**src/rtl/hts_pkg.sv**
```systemverilog
// Shared types, codes and widths for the HRRN tick scheduler.
package hts_pkg;

  localparam int unsigned MAX_PROCS_DEF = 8;
  localparam int unsigned BURST_W       = 8;
  localparam int unsigned ARR_W         = 16;
  localparam int unsigned WAIT_W        = 16;
  localparam int unsigned SUM_W         = WAIT_W + 1;
  localparam int unsigned PROD_W        = SUM_W + BURST_W;
  localparam int unsigned STATUS_W      = 2;
  localparam int unsigned RIDX_W        = 3;
  localparam int unsigned WMASK_W       = 8;

  localparam logic CMD_ADD  = 1'b0;
  localparam logic CMD_TICK = 1'b1;

  localparam logic [STATUS_W-1:0] STAT_OK         = 2'd0;
  localparam logic [STATUS_W-1:0] STAT_ZERO_BURST = 2'd1;
  localparam logic [STATUS_W-1:0] STAT_ARR_ORDER  = 2'd2;
  localparam logic [STATUS_W-1:0] STAT_FULL       = 2'd3;

  typedef enum logic [2:0] {
    ST_IDLE,
    ST_SCAN,
    ST_MUL_RHS,
    ST_CMP,
    ST_UPDATE
  } hts_state_e;

  typedef struct packed {
    logic load_lhs;
    logic load_rhs;
  } hts_mul_ctrl_t;

endpackage

```
**src/rtl/hts_ratio_unit.sv**
```systemverilog
// Shared (wait + burst) * burst multiplier with product registers and ratio compare.
module hts_ratio_unit import hts_pkg::*; (
  input  logic                clk_i,
  input  logic                rst_ni,
  input  hts_mul_ctrl_t       ctrl_i,
  input  logic [WAIT_W-1:0]   wait_i,
  input  logic [BURST_W-1:0]  add_burst_i,
  input  logic [BURST_W-1:0]  mul_burst_i,
  output logic                lhs_greater_o
);

  logic [SUM_W-1:0]  sum;
  logic [PROD_W-1:0] prod;
  logic [PROD_W-1:0] lhs_q, lhs_d;
  logic [PROD_W-1:0] rhs_q, rhs_d;

  assign sum  = SUM_W'(wait_i) + SUM_W'(add_burst_i);
  assign prod = PROD_W'(sum) * PROD_W'(mul_burst_i);

  always_comb begin
    lhs_d = lhs_q;
    rhs_d = rhs_q;
    if (ctrl_i.load_lhs) begin
      lhs_d = prod;
    end
    if (ctrl_i.load_rhs) begin
      rhs_d = prod;
    end
  end

  always_ff @(posedge clk_i or negedge rst_ni) begin
    if (!rst_ni) begin
      lhs_q <= '0;
      rhs_q <= '0;
    end else begin
      lhs_q <= lhs_d;
      rhs_q <= rhs_d;
    end
  end

  assign lhs_greater_o = lhs_q > rhs_q;

endmodule

```
**src/rtl/hrrn_tick_scheduler_unit.sv**
```systemverilog
// Top level of the HRRN tick scheduler: process table, sequencer and result register.
//
//  channel | handshake          | payload
//  --------+--------------------+-------------------------------------------------
//  command | start / busy       | cmd_i, burst_time_i, arrival_time_i
//  result  | valid_o (1 cycle)  | status_o, run_valid_o, run_index_o, finished_o,
//          |                    | waiting_mask_o, tick_now_o
//
//  Add transaction: result strobes the cycle after accept; busy stays low.
//  Tick transaction: a scan pass (skipped if a process holds the CPU), then an update pass;
//  each visits the stored entries in turn and ends in a closing step, and each contending
//  entry adds MUL_RHS and CMP steps for the shared multiplier; result strobes as busy drops.
//  Reset clears the table to empty and the clock to tick 0; no clearing pass.
//  Results cannot be held off; each is valid for exactly one cycle.
module hrrn_tick_scheduler_unit import hts_pkg::*; #(
  parameter int unsigned MAX_PROCS = MAX_PROCS_DEF
) (
  input  logic                 clk_i,
  input  logic                 rst_ni,
  input  logic                 start,
  output logic                 busy,
  input  logic                 cmd_i,
  input  logic [BURST_W-1:0]   burst_time_i,
  input  logic [ARR_W-1:0]     arrival_time_i,
  output logic                 valid_o,
  output logic [STATUS_W-1:0]  status_o,
  output logic                 run_valid_o,
  output logic [RIDX_W-1:0]    run_index_o,
  output logic                 finished_o,
  output logic [WMASK_W-1:0]   waiting_mask_o,
  output logic [ARR_W-1:0]     tick_now_o
);

  localparam int unsigned AW = (MAX_PROCS > 1) ? $clog2(MAX_PROCS) : 1;
  localparam int unsigned IW = $clog2(MAX_PROCS + 1);

  hts_state_e state_q, state_d;

  logic [BURST_W-1:0] burst_q [MAX_PROCS];
  logic [ARR_W-1:0]   arr_q   [MAX_PROCS];
  logic [WAIT_W-1:0]  wait_q  [MAX_PROCS];
  logic [BURST_W-1:0] run_q   [MAX_PROCS];

  logic [IW-1:0]        count_q, count_d;
  logic [IW-1:0]        idx_q, idx_d;
  logic [MAX_PROCS-1:0] done_q, done_d;
  logic                 cur_valid_q, cur_valid_d;
  logic [AW-1:0]        cur_idx_q, cur_idx_d;
  logic [ARR_W-1:0]     tick_q, tick_d;
  logic [ARR_W-1:0]     last_arr_q, last_arr_d;
  logic                 found_q, found_d;
  logic [AW-1:0]        best_idx_q, best_idx_d;
  logic [BURST_W-1:0]   best_b_q, best_b_d;
  logic [WAIT_W-1:0]    best_w_q, best_w_d;
  logic                 ran_q, ran_d;
  logic                 fin_q, fin_d;
  logic [RIDX_W-1:0]    ridx_q, ridx_d;
  logic [WMASK_W-1:0]   wmask_q, wmask_d;

  logic                 valid_q, valid_d;
  logic [STATUS_W-1:0]  status_q, status_d;
  logic                 run_valid_q, run_valid_d;
  logic [RIDX_W-1:0]    run_index_q, run_index_d;
  logic                 finished_q, finished_d;
  logic [WMASK_W-1:0]   waiting_mask_q, waiting_mask_d;
  logic [ARR_W-1:0]     tick_now_q, tick_now_d;

  logic [AW-1:0]        idx_a;
  logic [AW-1:0]        count_a;
  logic [31:0]          idx_ext;
  logic                 in_range;
  logic                 elig;
  logic                 accept;
  logic                 add_we;
  logic                 wait_we;
  logic                 run_we;
  logic [WAIT_W-1:0]    wait_new;
  logic [BURST_W-1:0]   run_new;
  logic [ARR_W-1:0]     add_arr;
  logic [STATUS_W-1:0]  add_status;

  hts_mul_ctrl_t        mul_ctrl;
  logic [WAIT_W-1:0]    mul_wait;
  logic [BURST_W-1:0]   mul_add_b;
  logic [BURST_W-1:0]   mul_mul_b;
  logic                 lhs_greater;

  assign idx_a    = idx_q[AW-1:0];
  assign count_a  = count_q[AW-1:0];
  assign idx_ext  = 32'(idx_q);
  assign in_range = idx_q < count_q;
  assign elig     = in_range && !done_q[idx_a] && (tick_q >= arr_q[idx_a]);
  assign accept   = start && !busy;
  assign busy     = state_q != ST_IDLE;
  assign wait_new = wait_q[idx_a] + WAIT_W'(1);
  assign run_new  = run_q[idx_a] + BURST_W'(1);
  assign add_arr  = (count_q == '0) ? '0 : arrival_time_i;

  always_comb begin
    if (burst_time_i == '0) begin
      add_status = STAT_ZERO_BURST;
    end else if (count_q != '0 && arrival_time_i <= last_arr_q) begin
      add_status = STAT_ARR_ORDER;
    end else if (count_q >= IW'(MAX_PROCS)) begin
      add_status = STAT_FULL;
    end else begin
      add_status = STAT_OK;
    end
  end

  hts_ratio_unit u_ratio (
    .clk_i         (clk_i),
    .rst_ni        (rst_ni),
    .ctrl_i        (mul_ctrl),
    .wait_i        (mul_wait),
    .add_burst_i   (mul_add_b),
    .mul_burst_i   (mul_mul_b),
    .lhs_greater_o (lhs_greater)
  );

  // next state
  always_comb begin
    state_d = state_q;
    case (state_q)
      ST_IDLE: begin
        if (accept && cmd_i == CMD_TICK) begin
          state_d = cur_valid_q ? ST_UPDATE : ST_SCAN;
        end
      end
      ST_SCAN: begin
        if (!in_range) begin
          state_d = ST_UPDATE;
        end else if (elig && found_q) begin
          state_d = ST_MUL_RHS;
        end
      end
      ST_MUL_RHS: state_d = ST_CMP;
      ST_CMP:     state_d = ST_SCAN;
      ST_UPDATE: begin
        if (!in_range) begin
          state_d = ST_IDLE;
        end
      end
      default: state_d = ST_IDLE;
    endcase
  end

  // datapath and outputs
  always_comb begin
    count_d        = count_q;
    idx_d          = idx_q;
    done_d         = done_q;
    cur_valid_d    = cur_valid_q;
    cur_idx_d      = cur_idx_q;
    tick_d         = tick_q;
    last_arr_d     = last_arr_q;
    found_d        = found_q;
    best_idx_d     = best_idx_q;
    best_b_d       = best_b_q;
    best_w_d       = best_w_q;
    ran_d          = ran_q;
    fin_d          = fin_q;
    ridx_d         = ridx_q;
    wmask_d        = wmask_q;
    valid_d        = 1'b0;
    status_d       = status_q;
    run_valid_d    = run_valid_q;
    run_index_d    = run_index_q;
    finished_d     = finished_q;
    waiting_mask_d = waiting_mask_q;
    tick_now_d     = tick_now_q;
    add_we         = 1'b0;
    wait_we        = 1'b0;
    run_we         = 1'b0;
    mul_ctrl       = '0;
    mul_wait       = wait_q[idx_a];
    mul_add_b      = burst_q[idx_a];
    mul_mul_b      = best_b_q;

    case (state_q)
      ST_IDLE: begin
        if (accept) begin
          if (cmd_i == CMD_ADD) begin
            valid_d        = 1'b1;
            status_d       = add_status;
            run_valid_d    = 1'b0;
            run_index_d    = '0;
            finished_d     = 1'b0;
            waiting_mask_d = '0;
            tick_now_d     = '0;
            if (add_status == STAT_OK) begin
              add_we           = 1'b1;
              done_d[count_a]  = 1'b0;
              count_d          = count_q + IW'(1);
              last_arr_d       = add_arr;
            end
          end else begin
            idx_d   = '0;
            found_d = 1'b0;
            ran_d   = 1'b0;
            fin_d   = 1'b0;
            ridx_d  = '0;
            wmask_d = '0;
          end
        end
      end
      ST_SCAN: begin
        if (!in_range) begin
          idx_d = '0;
          if (found_q) begin
            cur_valid_d = 1'b1;
            cur_idx_d   = best_idx_q;
          end
        end else if (!elig) begin
          idx_d = idx_q + IW'(1);
        end else if (!found_q) begin
          found_d    = 1'b1;
          best_idx_d = idx_a;
          best_b_d   = burst_q[idx_a];
          best_w_d   = wait_q[idx_a];
          idx_d      = idx_q + IW'(1);
        end else begin
          mul_ctrl.load_lhs = 1'b1;
        end
      end
      ST_MUL_RHS: begin
        mul_ctrl.load_rhs = 1'b1;
        mul_wait          = best_w_q;
        mul_add_b         = best_b_q;
        mul_mul_b         = burst_q[idx_a];
      end
      ST_CMP: begin
        if (lhs_greater) begin
          best_idx_d = idx_a;
          best_b_d   = burst_q[idx_a];
          best_w_d   = wait_q[idx_a];
        end
        idx_d = idx_q + IW'(1);
      end
      ST_UPDATE: begin
        if (!in_range) begin
          valid_d        = 1'b1;
          status_d       = STAT_OK;
          run_valid_d    = ran_q;
          run_index_d    = ridx_q;
          finished_d     = fin_q;
          waiting_mask_d = wmask_q;
          tick_now_d     = tick_q;
          tick_d         = tick_q + ARR_W'(1);
        end else begin
          if (elig) begin
            if (cur_valid_q && idx_a == cur_idx_q) begin
              run_we = 1'b1;
              ran_d  = 1'b1;
              ridx_d = idx_ext[RIDX_W-1:0];
              if (run_new >= burst_q[idx_a]) begin
                fin_d         = 1'b1;
                done_d[idx_a] = 1'b1;
                cur_valid_d   = 1'b0;
              end
            end else begin
              wait_we = wait_q[idx_a] != '1;
              if (idx_ext < 32'(WMASK_W)) begin
                wmask_d[idx_ext[RIDX_W-1:0]] = 1'b1;
              end
            end
          end
          idx_d = idx_q + IW'(1);
        end
      end
      default: ;
    endcase
  end

  // process table
  always_ff @(posedge clk_i) begin
    if (add_we) begin
      burst_q[count_a] <= burst_time_i;
      arr_q[count_a]   <= add_arr;
      wait_q[count_a]  <= '0;
      run_q[count_a]   <= '0;
    end else begin
      if (wait_we) begin
        wait_q[idx_a] <= wait_new;
      end
      if (run_we) begin
        run_q[idx_a] <= run_new;
      end
    end
  end

  always_ff @(posedge clk_i or negedge rst_ni) begin
    if (!rst_ni) begin
      state_q        <= ST_IDLE;
      count_q        <= '0;
      idx_q          <= '0;
      done_q         <= '0;
      cur_valid_q    <= 1'b0;
      cur_idx_q      <= '0;
      tick_q         <= '0;
      last_arr_q     <= '0;
      found_q        <= 1'b0;
      best_idx_q     <= '0;
      best_b_q       <= '0;
      best_w_q       <= '0;
      ran_q          <= 1'b0;
      fin_q          <= 1'b0;
      ridx_q         <= '0;
      wmask_q        <= '0;
      valid_q        <= 1'b0;
      status_q       <= '0;
      run_valid_q    <= 1'b0;
      run_index_q    <= '0;
      finished_q     <= 1'b0;
      waiting_mask_q <= '0;
      tick_now_q     <= '0;
    end else begin
      state_q        <= state_d;
      count_q        <= count_d;
      idx_q          <= idx_d;
      done_q         <= done_d;
      cur_valid_q    <= cur_valid_d;
      cur_idx_q      <= cur_idx_d;
      tick_q         <= tick_d;
      last_arr_q     <= last_arr_d;
      found_q        <= found_d;
      best_idx_q     <= best_idx_d;
      best_b_q       <= best_b_d;
      best_w_q       <= best_w_d;
      ran_q          <= ran_d;
      fin_q          <= fin_d;
      ridx_q         <= ridx_d;
      wmask_q        <= wmask_d;
      valid_q        <= valid_d;
      status_q       <= status_d;
      run_valid_q    <= run_valid_d;
      run_index_q    <= run_index_d;
      finished_q     <= finished_d;
      waiting_mask_q <= waiting_mask_d;
      tick_now_q     <= tick_now_d;
    end
  end

  assign valid_o        = valid_q;
  assign status_o       = status_q;
  assign run_valid_o    = run_valid_q;
  assign run_index_o    = run_index_q;
  assign finished_o     = finished_q;
  assign waiting_mask_o = waiting_mask_q;
  assign tick_now_o     = tick_now_q;

`ifndef SYNTH
  a_count_bound: assert property (@(posedge clk_i) disable iff (!rst_ni)
    count_q <= IW'(MAX_PROCS))
    else $error("process count beyond table depth");

  a_tick_goes_busy: assert property (@(posedge clk_i) disable iff (!rst_ni)
    start && !busy && cmd_i == CMD_TICK |=> busy)
    else $error("tick transaction did not start the sequencer");

  a_result_when_idle: assert property (@(posedge clk_i) disable iff (!rst_ni)
    valid_o |-> !busy)
    else $error("result strobe while sequencer busy");

  a_run_status_ok: assert property (@(posedge clk_i) disable iff (!rst_ni)
    valid_o && run_valid_o |-> status_o == STAT_OK)
    else $error("tick result with non-ok status");

  a_finish_needs_run: assert property (@(posedge clk_i) disable iff (!rst_ni)
    valid_o && finished_o |-> run_valid_o)
    else $error("finish reported without a running process");
`endif

endmodule

```
**config.mk**
```make
export PLATFORM = sky130hd
export DESIGN_NAME = hrrn_tick_scheduler_unit
export DESIGN_NICKNAME = d
export VERILOG_FILES = /design/src/rtl/hts_pkg.sv /design/src/rtl/hts_ratio_unit.sv /design/src/rtl/hrrn_tick_scheduler_unit.sv
export SDC_FILE = /design/constraint.sdc
export NUM_CORES = 1
export LEC_CHECK = 0
export BUFFER_PORTS_ARGS = -buffer_cell sky130_fd_sc_hd__buf_2
export CORE_ASPECT_RATIO = 0.7
export CORE_MARGIN = 3
export CORE_UTILIZATION = 50
export CTS_BUF_LIST = sky130_fd_sc_hd__clkbuf_4
export DETAILED_ROUTE_END_ITERATION = 10
export GPL_TIMING_DRIVEN = 0
export PLACE_DENSITY = 0.73
export SLEW_MARGIN = 0
export SYNTH_ARGS = -nofsm -noshare
export SYNTH_HDL_FRONTEND = slang
export SYNTH_SLANG_ARGS = --single-unit
```
**constraint.sdc**
```tcl
create_clock -name clk_i -period 9.9 [get_ports clk_i]
set_input_delay 0 -clock clk_i [delete_from_list [all_inputs] [get_ports clk_i]]
set_output_delay 0 -clock clk_i [all_outputs]
set_load 0.02 [all_outputs]
```
# ---- Yosys cells after proc, flatten, opt, wreduce, memory -nomap -nowiden
# Memories as Yosys holds them, arrays and structs flattened.
# Index checks and enable logic that the tools add are counted.
dict set report totals {
  mem_count 4
  in_bits 28
  output_inout_bits 33
  register_bits 178
  ramBits 384
  word_cells 256
}
# name depth width read_ports rd_clocked_by_memory_dff wr line_no
set memory_table {}
lappend memory_table {arr_q 8 16 1 0 1 hrrn_tick_scheduler_unit.sv:40} ;# logic [ARR_W-1:0] arr_q [MAX_PROCS];
lappend memory_table {wait_q 8 16 1 0 1 hrrn_tick_scheduler_unit.sv:41} ;# logic [WAIT_W-1:0] wait_q [MAX_PROCS];
lappend memory_table {burst_q 8 8 1 0 1 hrrn_tick_scheduler_unit.sv:39} ;# logic [BURST_W-1:0] burst_q [MAX_PROCS];
lappend memory_table {run_q 8 8 1 0 1 hrrn_tick_scheduler_unit.sv:42} ;# logic [BURST_W-1:0] run_q [MAX_PROCS];
dict set report op_classes {
  mux 140
  mul 1
  add_sub_neg 6
  bitwise_logic 6
  magnitude_cmp 11
  n_eq_ne 26
  n_reduce_logical 37
}
# operator n
set ops {}
lappend ops {{$mux W8} 23}
lappend ops {{$mux W16} 10}
lappend ops {{$pmux W16 S2} 2}
lappend ops {{$pmux W8 S2} 4}
lappend ops {{$mux W3} 19}
lappend ops {{$mux W1} 54}
lappend ops {{$ne A2 B2 Y1 const B} 18}
lappend ops {{$add A16 B1 Y16 const B} 2}
lappend ops {{$gt A25 B25 Y1} 1}
lappend ops {{$mul A17 B8 Y25} 1}
lappend ops {{$mux W4} 6}
lappend ops {{$reduce_and A7 Y1} 3}
lappend ops {{$pmux W3 S2} 3}
lappend ops {{$add A16 B8 Y17} 1}
lappend ops {{$ge A16 B16 Y1} 1}
lappend ops {{$le A16 B16 Y1} 1}
lappend ops {{$ne A16 B16 Y1 const B} 1}
lappend ops {{$or A8 B8 Y8} 2}
lappend ops {{$pmux W4 S4} 1}
lappend ops {{$reduce_or A16 Y1} 1}
lappend ops {{$pmux W3 S5} 1}
lappend ops {{$reduce_and A5 Y1} 3}
lappend ops {{$pmux W1 S2} 7}
lappend ops {{$mux W2} 6}
lappend ops {{35 further kinds} 56}

# ---- Longest topological paths before layout
dict set report depth {
  word_depth 13
  mapped_depth 38
  depth_no_buf 31
}

# ---- By module
# A second synthesis with hierarchy kept.
dict set report unflattened {
  hier_cells 2483
  hier_area_um2 29846.1
}
# mod area_per_inst_um2 n_inst cells_each seq_area_each_um2
set by_module_without_submodules {}
lappend by_module_without_submodules {hrrn_tick_scheduler_unit 22210.1 1 1636 14734.1}
lappend by_module_without_submodules {hts_ratio_unit 7636.1 1 847 1251.2}

# ---- Worst setup path after synthesis
# Ideal clock, no wire load.
dict set report synth_path {
  path_type {register -> register}
  startpoint {register state_q[0]}
  endpoint {register u_ratio.lhs_q[21]}
  n_path_buf 6
  arrival_time_ps 7787
  synth_period_minus_slack_ps 7920
  path_slack_ps 1980
  required_time_ps 9767
  path_stages_with_launch 34
  setup_time_ps 133
  cell_sequence {dfrtp_1 -> nand2b_1 -> or2_2 -> clkbuf_1 -> clkbuf_1 -> buf_1 -> clkbuf_1 -> clkbuf_1 -> nor2_1 -> a21oi_1 -> ha_1 -> a211oi_1 -> o21bai_1 -> a31o_2 -> o2111ai_1 -> nor3_2 -> xnor2_1 -> nor2_1 -> fa_1 -> fa_1 -> fa_1 -> inv_1 -> fa_1 -> inv_1 -> ha_1 -> clkbuf_1 -> o21a_1 -> nor2_1 -> a311oi_1 -> a21o_1 -> a31o_2 -> o41a_1 -> xnor2_1 -> o21ai_0}
}
dict set report synth_via {
  elab_chain_len 4
  word_cells_on_any_way 8
  classes_between {1 x add/sub; 1 x mul; 2 x eq/ne; 4 x mux}
}
# item line_no
set synth_lines {}
lappend synth_lines {{start, declared} hrrn_tick_scheduler_unit.sv:37} ;# hts_state_e state_q, state_d;
lappend synth_lines {{start signal, assigned} hrrn_tick_scheduler_unit.sv:318} ;# state_q <= state_d;
lappend synth_lines {{$eq A3 B2 Y1} hrrn_tick_scheduler_unit.sv:180} ;# case (state_q)
lappend synth_lines {{$mux W16 / $mux W8 (equally long branches)} hrrn_tick_scheduler_unit.sv:180}
lappend synth_lines {{$add A16 B8 Y17} hts_ratio_unit.sv:17} ;# assign sum = SUM_W'(wait_i) + SUM_W'(add_burst_i);
lappend synth_lines {{$mul A17 B8 Y25} hts_ratio_unit.sv:18} ;# assign prod = PROD_W'(sum) * PROD_W'(mul_burst_i);
lappend synth_lines {{end signal, assigned} hts_ratio_unit.sv:36} ;# lhs_q <= lhs_d;
lappend synth_lines {{end, declared} hts_ratio_unit.sv:14} ;# logic [PROD_W-1:0] lhs_q, lhs_d;
# Parallel ways exist; a longest one is shown, timed or not.
# A chain may end at the register's enable or synchronous reset.

# ---- Worst setup path in the final report
dict set report layout_path {
  startpoint {register idx_q[2]}
  endpoint {register u_ratio.rhs_q[21]}
}
dict set report layout_via {
  elab_chain_len 4
  word_cells_on_any_way 7
  classes_between {1 x add/sub; 1 x mul; 3 x mux; 2 x memory}
}
# item line_no
set layout_lines {}
lappend layout_lines {{start, declared} hrrn_tick_scheduler_unit.sv:45} ;# logic [IW-1:0] idx_q, idx_d;
lappend layout_lines {{start signal, assigned} hrrn_tick_scheduler_unit.sv:320} ;# idx_q <= idx_d;
lappend layout_lines {{$mem_v2 Z8 W16 / $mem_v2 Z8 W8 (equally long branches)} -}
lappend layout_lines {{$mux W16 / $mux W8 (equally long branches)} hrrn_tick_scheduler_unit.sv:180}
lappend layout_lines {{$add A16 B8 Y17} hts_ratio_unit.sv:17}
lappend layout_lines {{$mul A17 B8 Y25 (*)} hts_ratio_unit.sv:18}
lappend layout_lines {{end signal, assigned} hts_ratio_unit.sv:37} ;# rhs_q <= rhs_d;
lappend layout_lines {{end, declared} hts_ratio_unit.sv:15} ;# logic [PROD_W-1:0] rhs_q, rhs_d;
# Mark *: on every way between the ends. The rest lies on a longest branch, timed or not.

==> impl_metrics.env <==
export IMPL_outcome="finished clean"
export IMPL_pin_count=61
export IMPL_crit_path_end_kind="flop"
export IMPL_dp_hpwl_um=54400
export IMPL_ys_types=88
export IMPL_clock_skew_ns=0.0676
export IMPL_rrSetupSlack_ns=0.39
export IMPL_ff2ff_path_depth=33
export IMPL_cts_made_buffers=141
export IMPL_grt_max_degree=103
export IMPL_firstDrtPassIters=5
export IMPL_synth_nets=2631
export IMPL_holdPathEnd="arr_q[1][8]"
export IMPL_syn_avg_cell_area_um2=12.2
export IMPL_p_leak_nw=13.6
export IMPL_grtUsageMet3_pct=7.91
export IMPL_cts_clk_slew_worst_paths_ns=0.08
export IMPL_fillers=4575
export IMPL_antenna_found_initial=2
export IMPL_synth_fa_ha_area_share_pct=11.8
export IMPL_drc_errors=0
export IMPL_ir_drop_v=0.000137
export IMPL_crit_top_cell="fa_1"
export IMPL_cts_tree="done"
export IMPL_cellPowerDensity_nw_per_um2=230
export IMPL_drive_above_1_share_pct=16.8
export IMPL_period_share_pct=96.1
export IMPL_clockRootBuffer="clkbuf_4"
export IMPL_die_area_um2=61000
export IMPL_cp_required_ns=10.65
export IMPL_multi_input_area_um2=11900
export IMPL_syn_to_final_growth_pct=13.0
export IMPL_synth_seq_cells=562
export IMPL_grt_pass1_wl_um=121000
export IMPL_core_um2=57100
export IMPL_setup_viol=0
export IMPL_drt_wirelength_per_cell_um=22.3
export IMPL_synth_compound_area_share_pct=10.1
export IMPL_synth_main_ff_cell="edfxtp_1"
export IMPL_worst_slew_pin_slew_ns=1.38
export IMPL_cts_sinks=562
export IMPL_vias=20713
export IMPL_cts_max_path_buffers=3
export IMPL_drtAntennaViolNets=0
export IMPL_drv_cap=0
export IMPL_arrival_ns=10.26
export IMPL_fmax_ghz=0.105
export IMPL_yosys_top_cells_area="edfxtp_1, dfrtp_1, fa_1, ha_1, nand2_1"
export IMPL_syn_cell_area_um2=29000
export IMPL_routed_via_density=5.92
export IMPL_synth_largest_area_cell="edfxtp_1"
export IMPL_drt_total_wl_um=78100
export IMPL_synth_edff_count=384
export IMPL_finalHoldViolations=0
export IMPL_cp_max_fo=10
export IMPL_synth_top_family_by_area="adder cells"
export IMPL_ff_latch_area_um2=16000
export IMPL_postPlaceCellArea_um2=30500
export IMPL_drv_slew=0
export IMPL_r2r_start="idx_q[2]"
export IMPL_start_util_pct=50.8
export IMPL_dieWidth_um=294
export IMPL_synth_xor_area_share_pct=2.35
export IMPL_whs_path_depth=3
export IMPL_startpoint="idx_q[2]"
export IMPL_clk_latency_ns=0.91
export IMPL_die_h_um=208
export IMPL_fin_hold_ws_ns=0.190
export IMPL_muxShareOfSynthArea_pct=5.35
export IMPL_slowest_stage="clkbuf_1"
export IMPL_nets=2886
export IMPL_startpoint_type="flop"
export IMPL_port_buffers=60
export IMPL_r2r_end="u_ratio.rhs_q[21]"
export IMPL_grt_pass1_vias=20790
export IMPL_yosysSeqAreaShare_pct=55.1
export IMPL_hp_class="input pin to flop"
export IMPL_use_met1_pct=38.8
export IMPL_num_rows=73
export IMPL_synth_simple_area_share_pct=11.1
export IMPL_grt_usage_pct=25.9
export IMPL_first_iter_violations=2087
export IMPL_stdcell_area_um2=32800
export IMPL_globalRoute_busiestLayer="met1"
export IMPL_worstSetupPathType="flop to flop"
export IMPL_synth_top_area_share_pct=39.7
export IMPL_gp_congestion=0.894
export IMPL_cts_max_level=4
export IMPL_syn_instance_count=2385
export IMPL_overflow=0
export IMPL_tns_ns=0
export IMPL_gr_usage_met2_pct=36.5
export IMPL_ys_async_sr_fraction_pct=31.7
export IMPL_ys_warn_count=0
export IMPL_p_total_mw=7.55
export IMPL_slowest_delay_ns=0.73
export IMPL_rsz0062_at_grt="false"
export IMPL_hold_start="arrival_time_i[8]"
export IMPL_fin_crit_ns=9.51
export IMPL_slew_headroom_pct=7.59
cells in the mapped netlist (8+ instances only):
cell type	n
edfxtp_1	384
nand2_1	210
nor2_1	204
inv_1	188
dfrtp_1	178
ha_1	127
o21ai_0	116
fa_1	91
a21oi_1	77
clkbuf_1	56
mux2i_1	50
nand3_1	50
mux2_2	48
xnor2_1	47
a22oi_1	45
a221oi_1	44
nand2b_1	44
nor2b_1	32
xor2_1	27
nor3_1	26
and3_1	22
a22o_1	21
and2_1	21
buf_2	21
mux4_2	20
nand4_1	20
o21a_1	18
or2_2	13
a21o_1	12
buf_4	12
buf_1	9
nor3b_1	8
o22a_1	8
worst max-delay path by stage:
stage / to / slack, ns / cells past startpoint
2_1_floorplan: u_ratio.lhs_q[21] / 1.98 / 33
3_3_place_gp: u_ratio.lhs_q[21] / 0.08 / 32
3_5_place_dp: u_ratio.rhs_q[21] / -0.15 / 32
4_1_cts: u_ratio.rhs_q[21] / 0.06 / 32
5_1_grt: u_ratio.lhs_q[21] / 0.02 / 29
6_report: u_ratio.rhs_q[21] / 0.39 / 33
worst max-delay path: cells and delay by family (launching register included):
family	cells	cell delay, ns
adder cells (fa/ha/maj)	6	2.79
buffers and inverters	7	1.65
AO/OA/AOI/OAI	13	2.67
flip-flops	1	0.38
AND/OR/NAND/NOR	5	1.10
XOR/XNOR	2	0.75
cell usage in the layout, fill, tap and decap left out, types with 17 or more instances in the layout:
| master | count |
|---|---|
| edfxtp_1 | 384 |
| nand2_1 | 210 |
| clkbuf_4 | 204 |
| nor2_1 | 200 |
| inv_1 | 188 |
| dfrtp_1 | 178 |
| ha_1 | 127 |
| o21ai_0 | 112 |
| fa_1 | 91 |
| buf_2 | 81 |
| a21oi_1 | 77 |
| mux2i_1 | 50 |
| clkbuf_1 | 50 |
| nand3_1 | 50 |
| mux2_2 | 48 |
| xnor2_1 | 46 |
| a22oi_1 | 45 |
| nand2b_1 | 44 |
| a221oi_1 | 43 |
| dlygate4sd3_1 | 37 |
| nor2b_1 | 32 |
| xor2_1 | 25 |
| nor3_1 | 25 |
| clkinv_1 | 25 |
| and3_1 | 22 |
| a22o_1 | 21 |
| and2_1 | 21 |
| mux4_2 | 20 |
| nand4_1 | 20 |
| o21a_1 | 18 |
| buf_4 | 17 |
through the flow:
step / setup WS (ns) / cells / utilization, %
after CTS: 0.0614 / 3493 / 57.3
after detailed placement: -0.155 / 3207 / 53.4
after global routing: 0.0183 / 3496 / 57.4
final: 0.388 / 3496 / 57.4
after floorplan: 1.98 / 2385 / -
after global placement: 0.0759 / 3195 / 53.0
timing repair:
| item | CTS | global route |
|---|---|---|
| buffers inserted | 0 | 3 |
| hold buffers | 38 | 0 |
| hold endpoints to repair | 409 | 0 |
| endpoints found under the setup margin | 11 | 20 |
| resized for setup | 4 | 14 |
| pin swaps | 0 | 1 |
layer usage:
metal  share of wire [%]  up-vias
met3                  12      128
met5               0.017        -
met2                  42     1202
li1                    -     9145
met4                 2.0        2
met1                  44    10236
state kept, by name (all words and copies together), names as in the netlist, 2 cells and up:
| name | cells |
|---|---|
| tick_q | 16 |
| state_q | 3 |
| burst_q | 64 |
| run_q | 64 |
| tick_now_o | 16 |
| status_o | 2 |
| arr_q | 128 |
| u_ratio.rhs_q | 25 |
| best_w_q | 16 |
| run_index_o | 3 |
| done_q | 8 |
| count_q | 4 |
| wmask_q | 8 |
| best_b_q | 8 |
| ridx_q | 3 |
| cur_idx_q | 3 |
| idx_q | 4 |
| wait_q | 128 |
| last_arr_q | 16 |
| waiting_mask_o | 8 |
| best_idx_q | 3 |
| u_ratio.lhs_q | 25 |
cell families after synthesis:
| logic type | Yosys count |
|---|---|
| AND/OR/NAND/NOR | 686 |
| flip-flops | 562 |
| AO/OA/AOI/OAI | 427 |
| buffers and inverters | 294 |
| adder cells (fa/ha/maj) | 218 |
| multiplexers | 122 |
| XOR/XNOR | 76 |
power breakdown:
part	switching, mW	total, mW	internal [mW]
Combinational	1.97	2.92	0.958
Sequential	0.0552	2.62	2.57
Clock	0.976	2.01	1.03
Total	3.00	7.55	4.56
layout make-up:
type                       count  area share [%]
inverter                     189            2.16
clock inverter                44           0.870
buffer                       104            1.61
timing repair buffer         113            2.74
multi-input combinational   1529            36.3
tap                          750            2.86
clock buffer                 204            4.67
sequential                   562            48.8
antenna                        1         0.00763
Power figures use the tool's default switching activity.
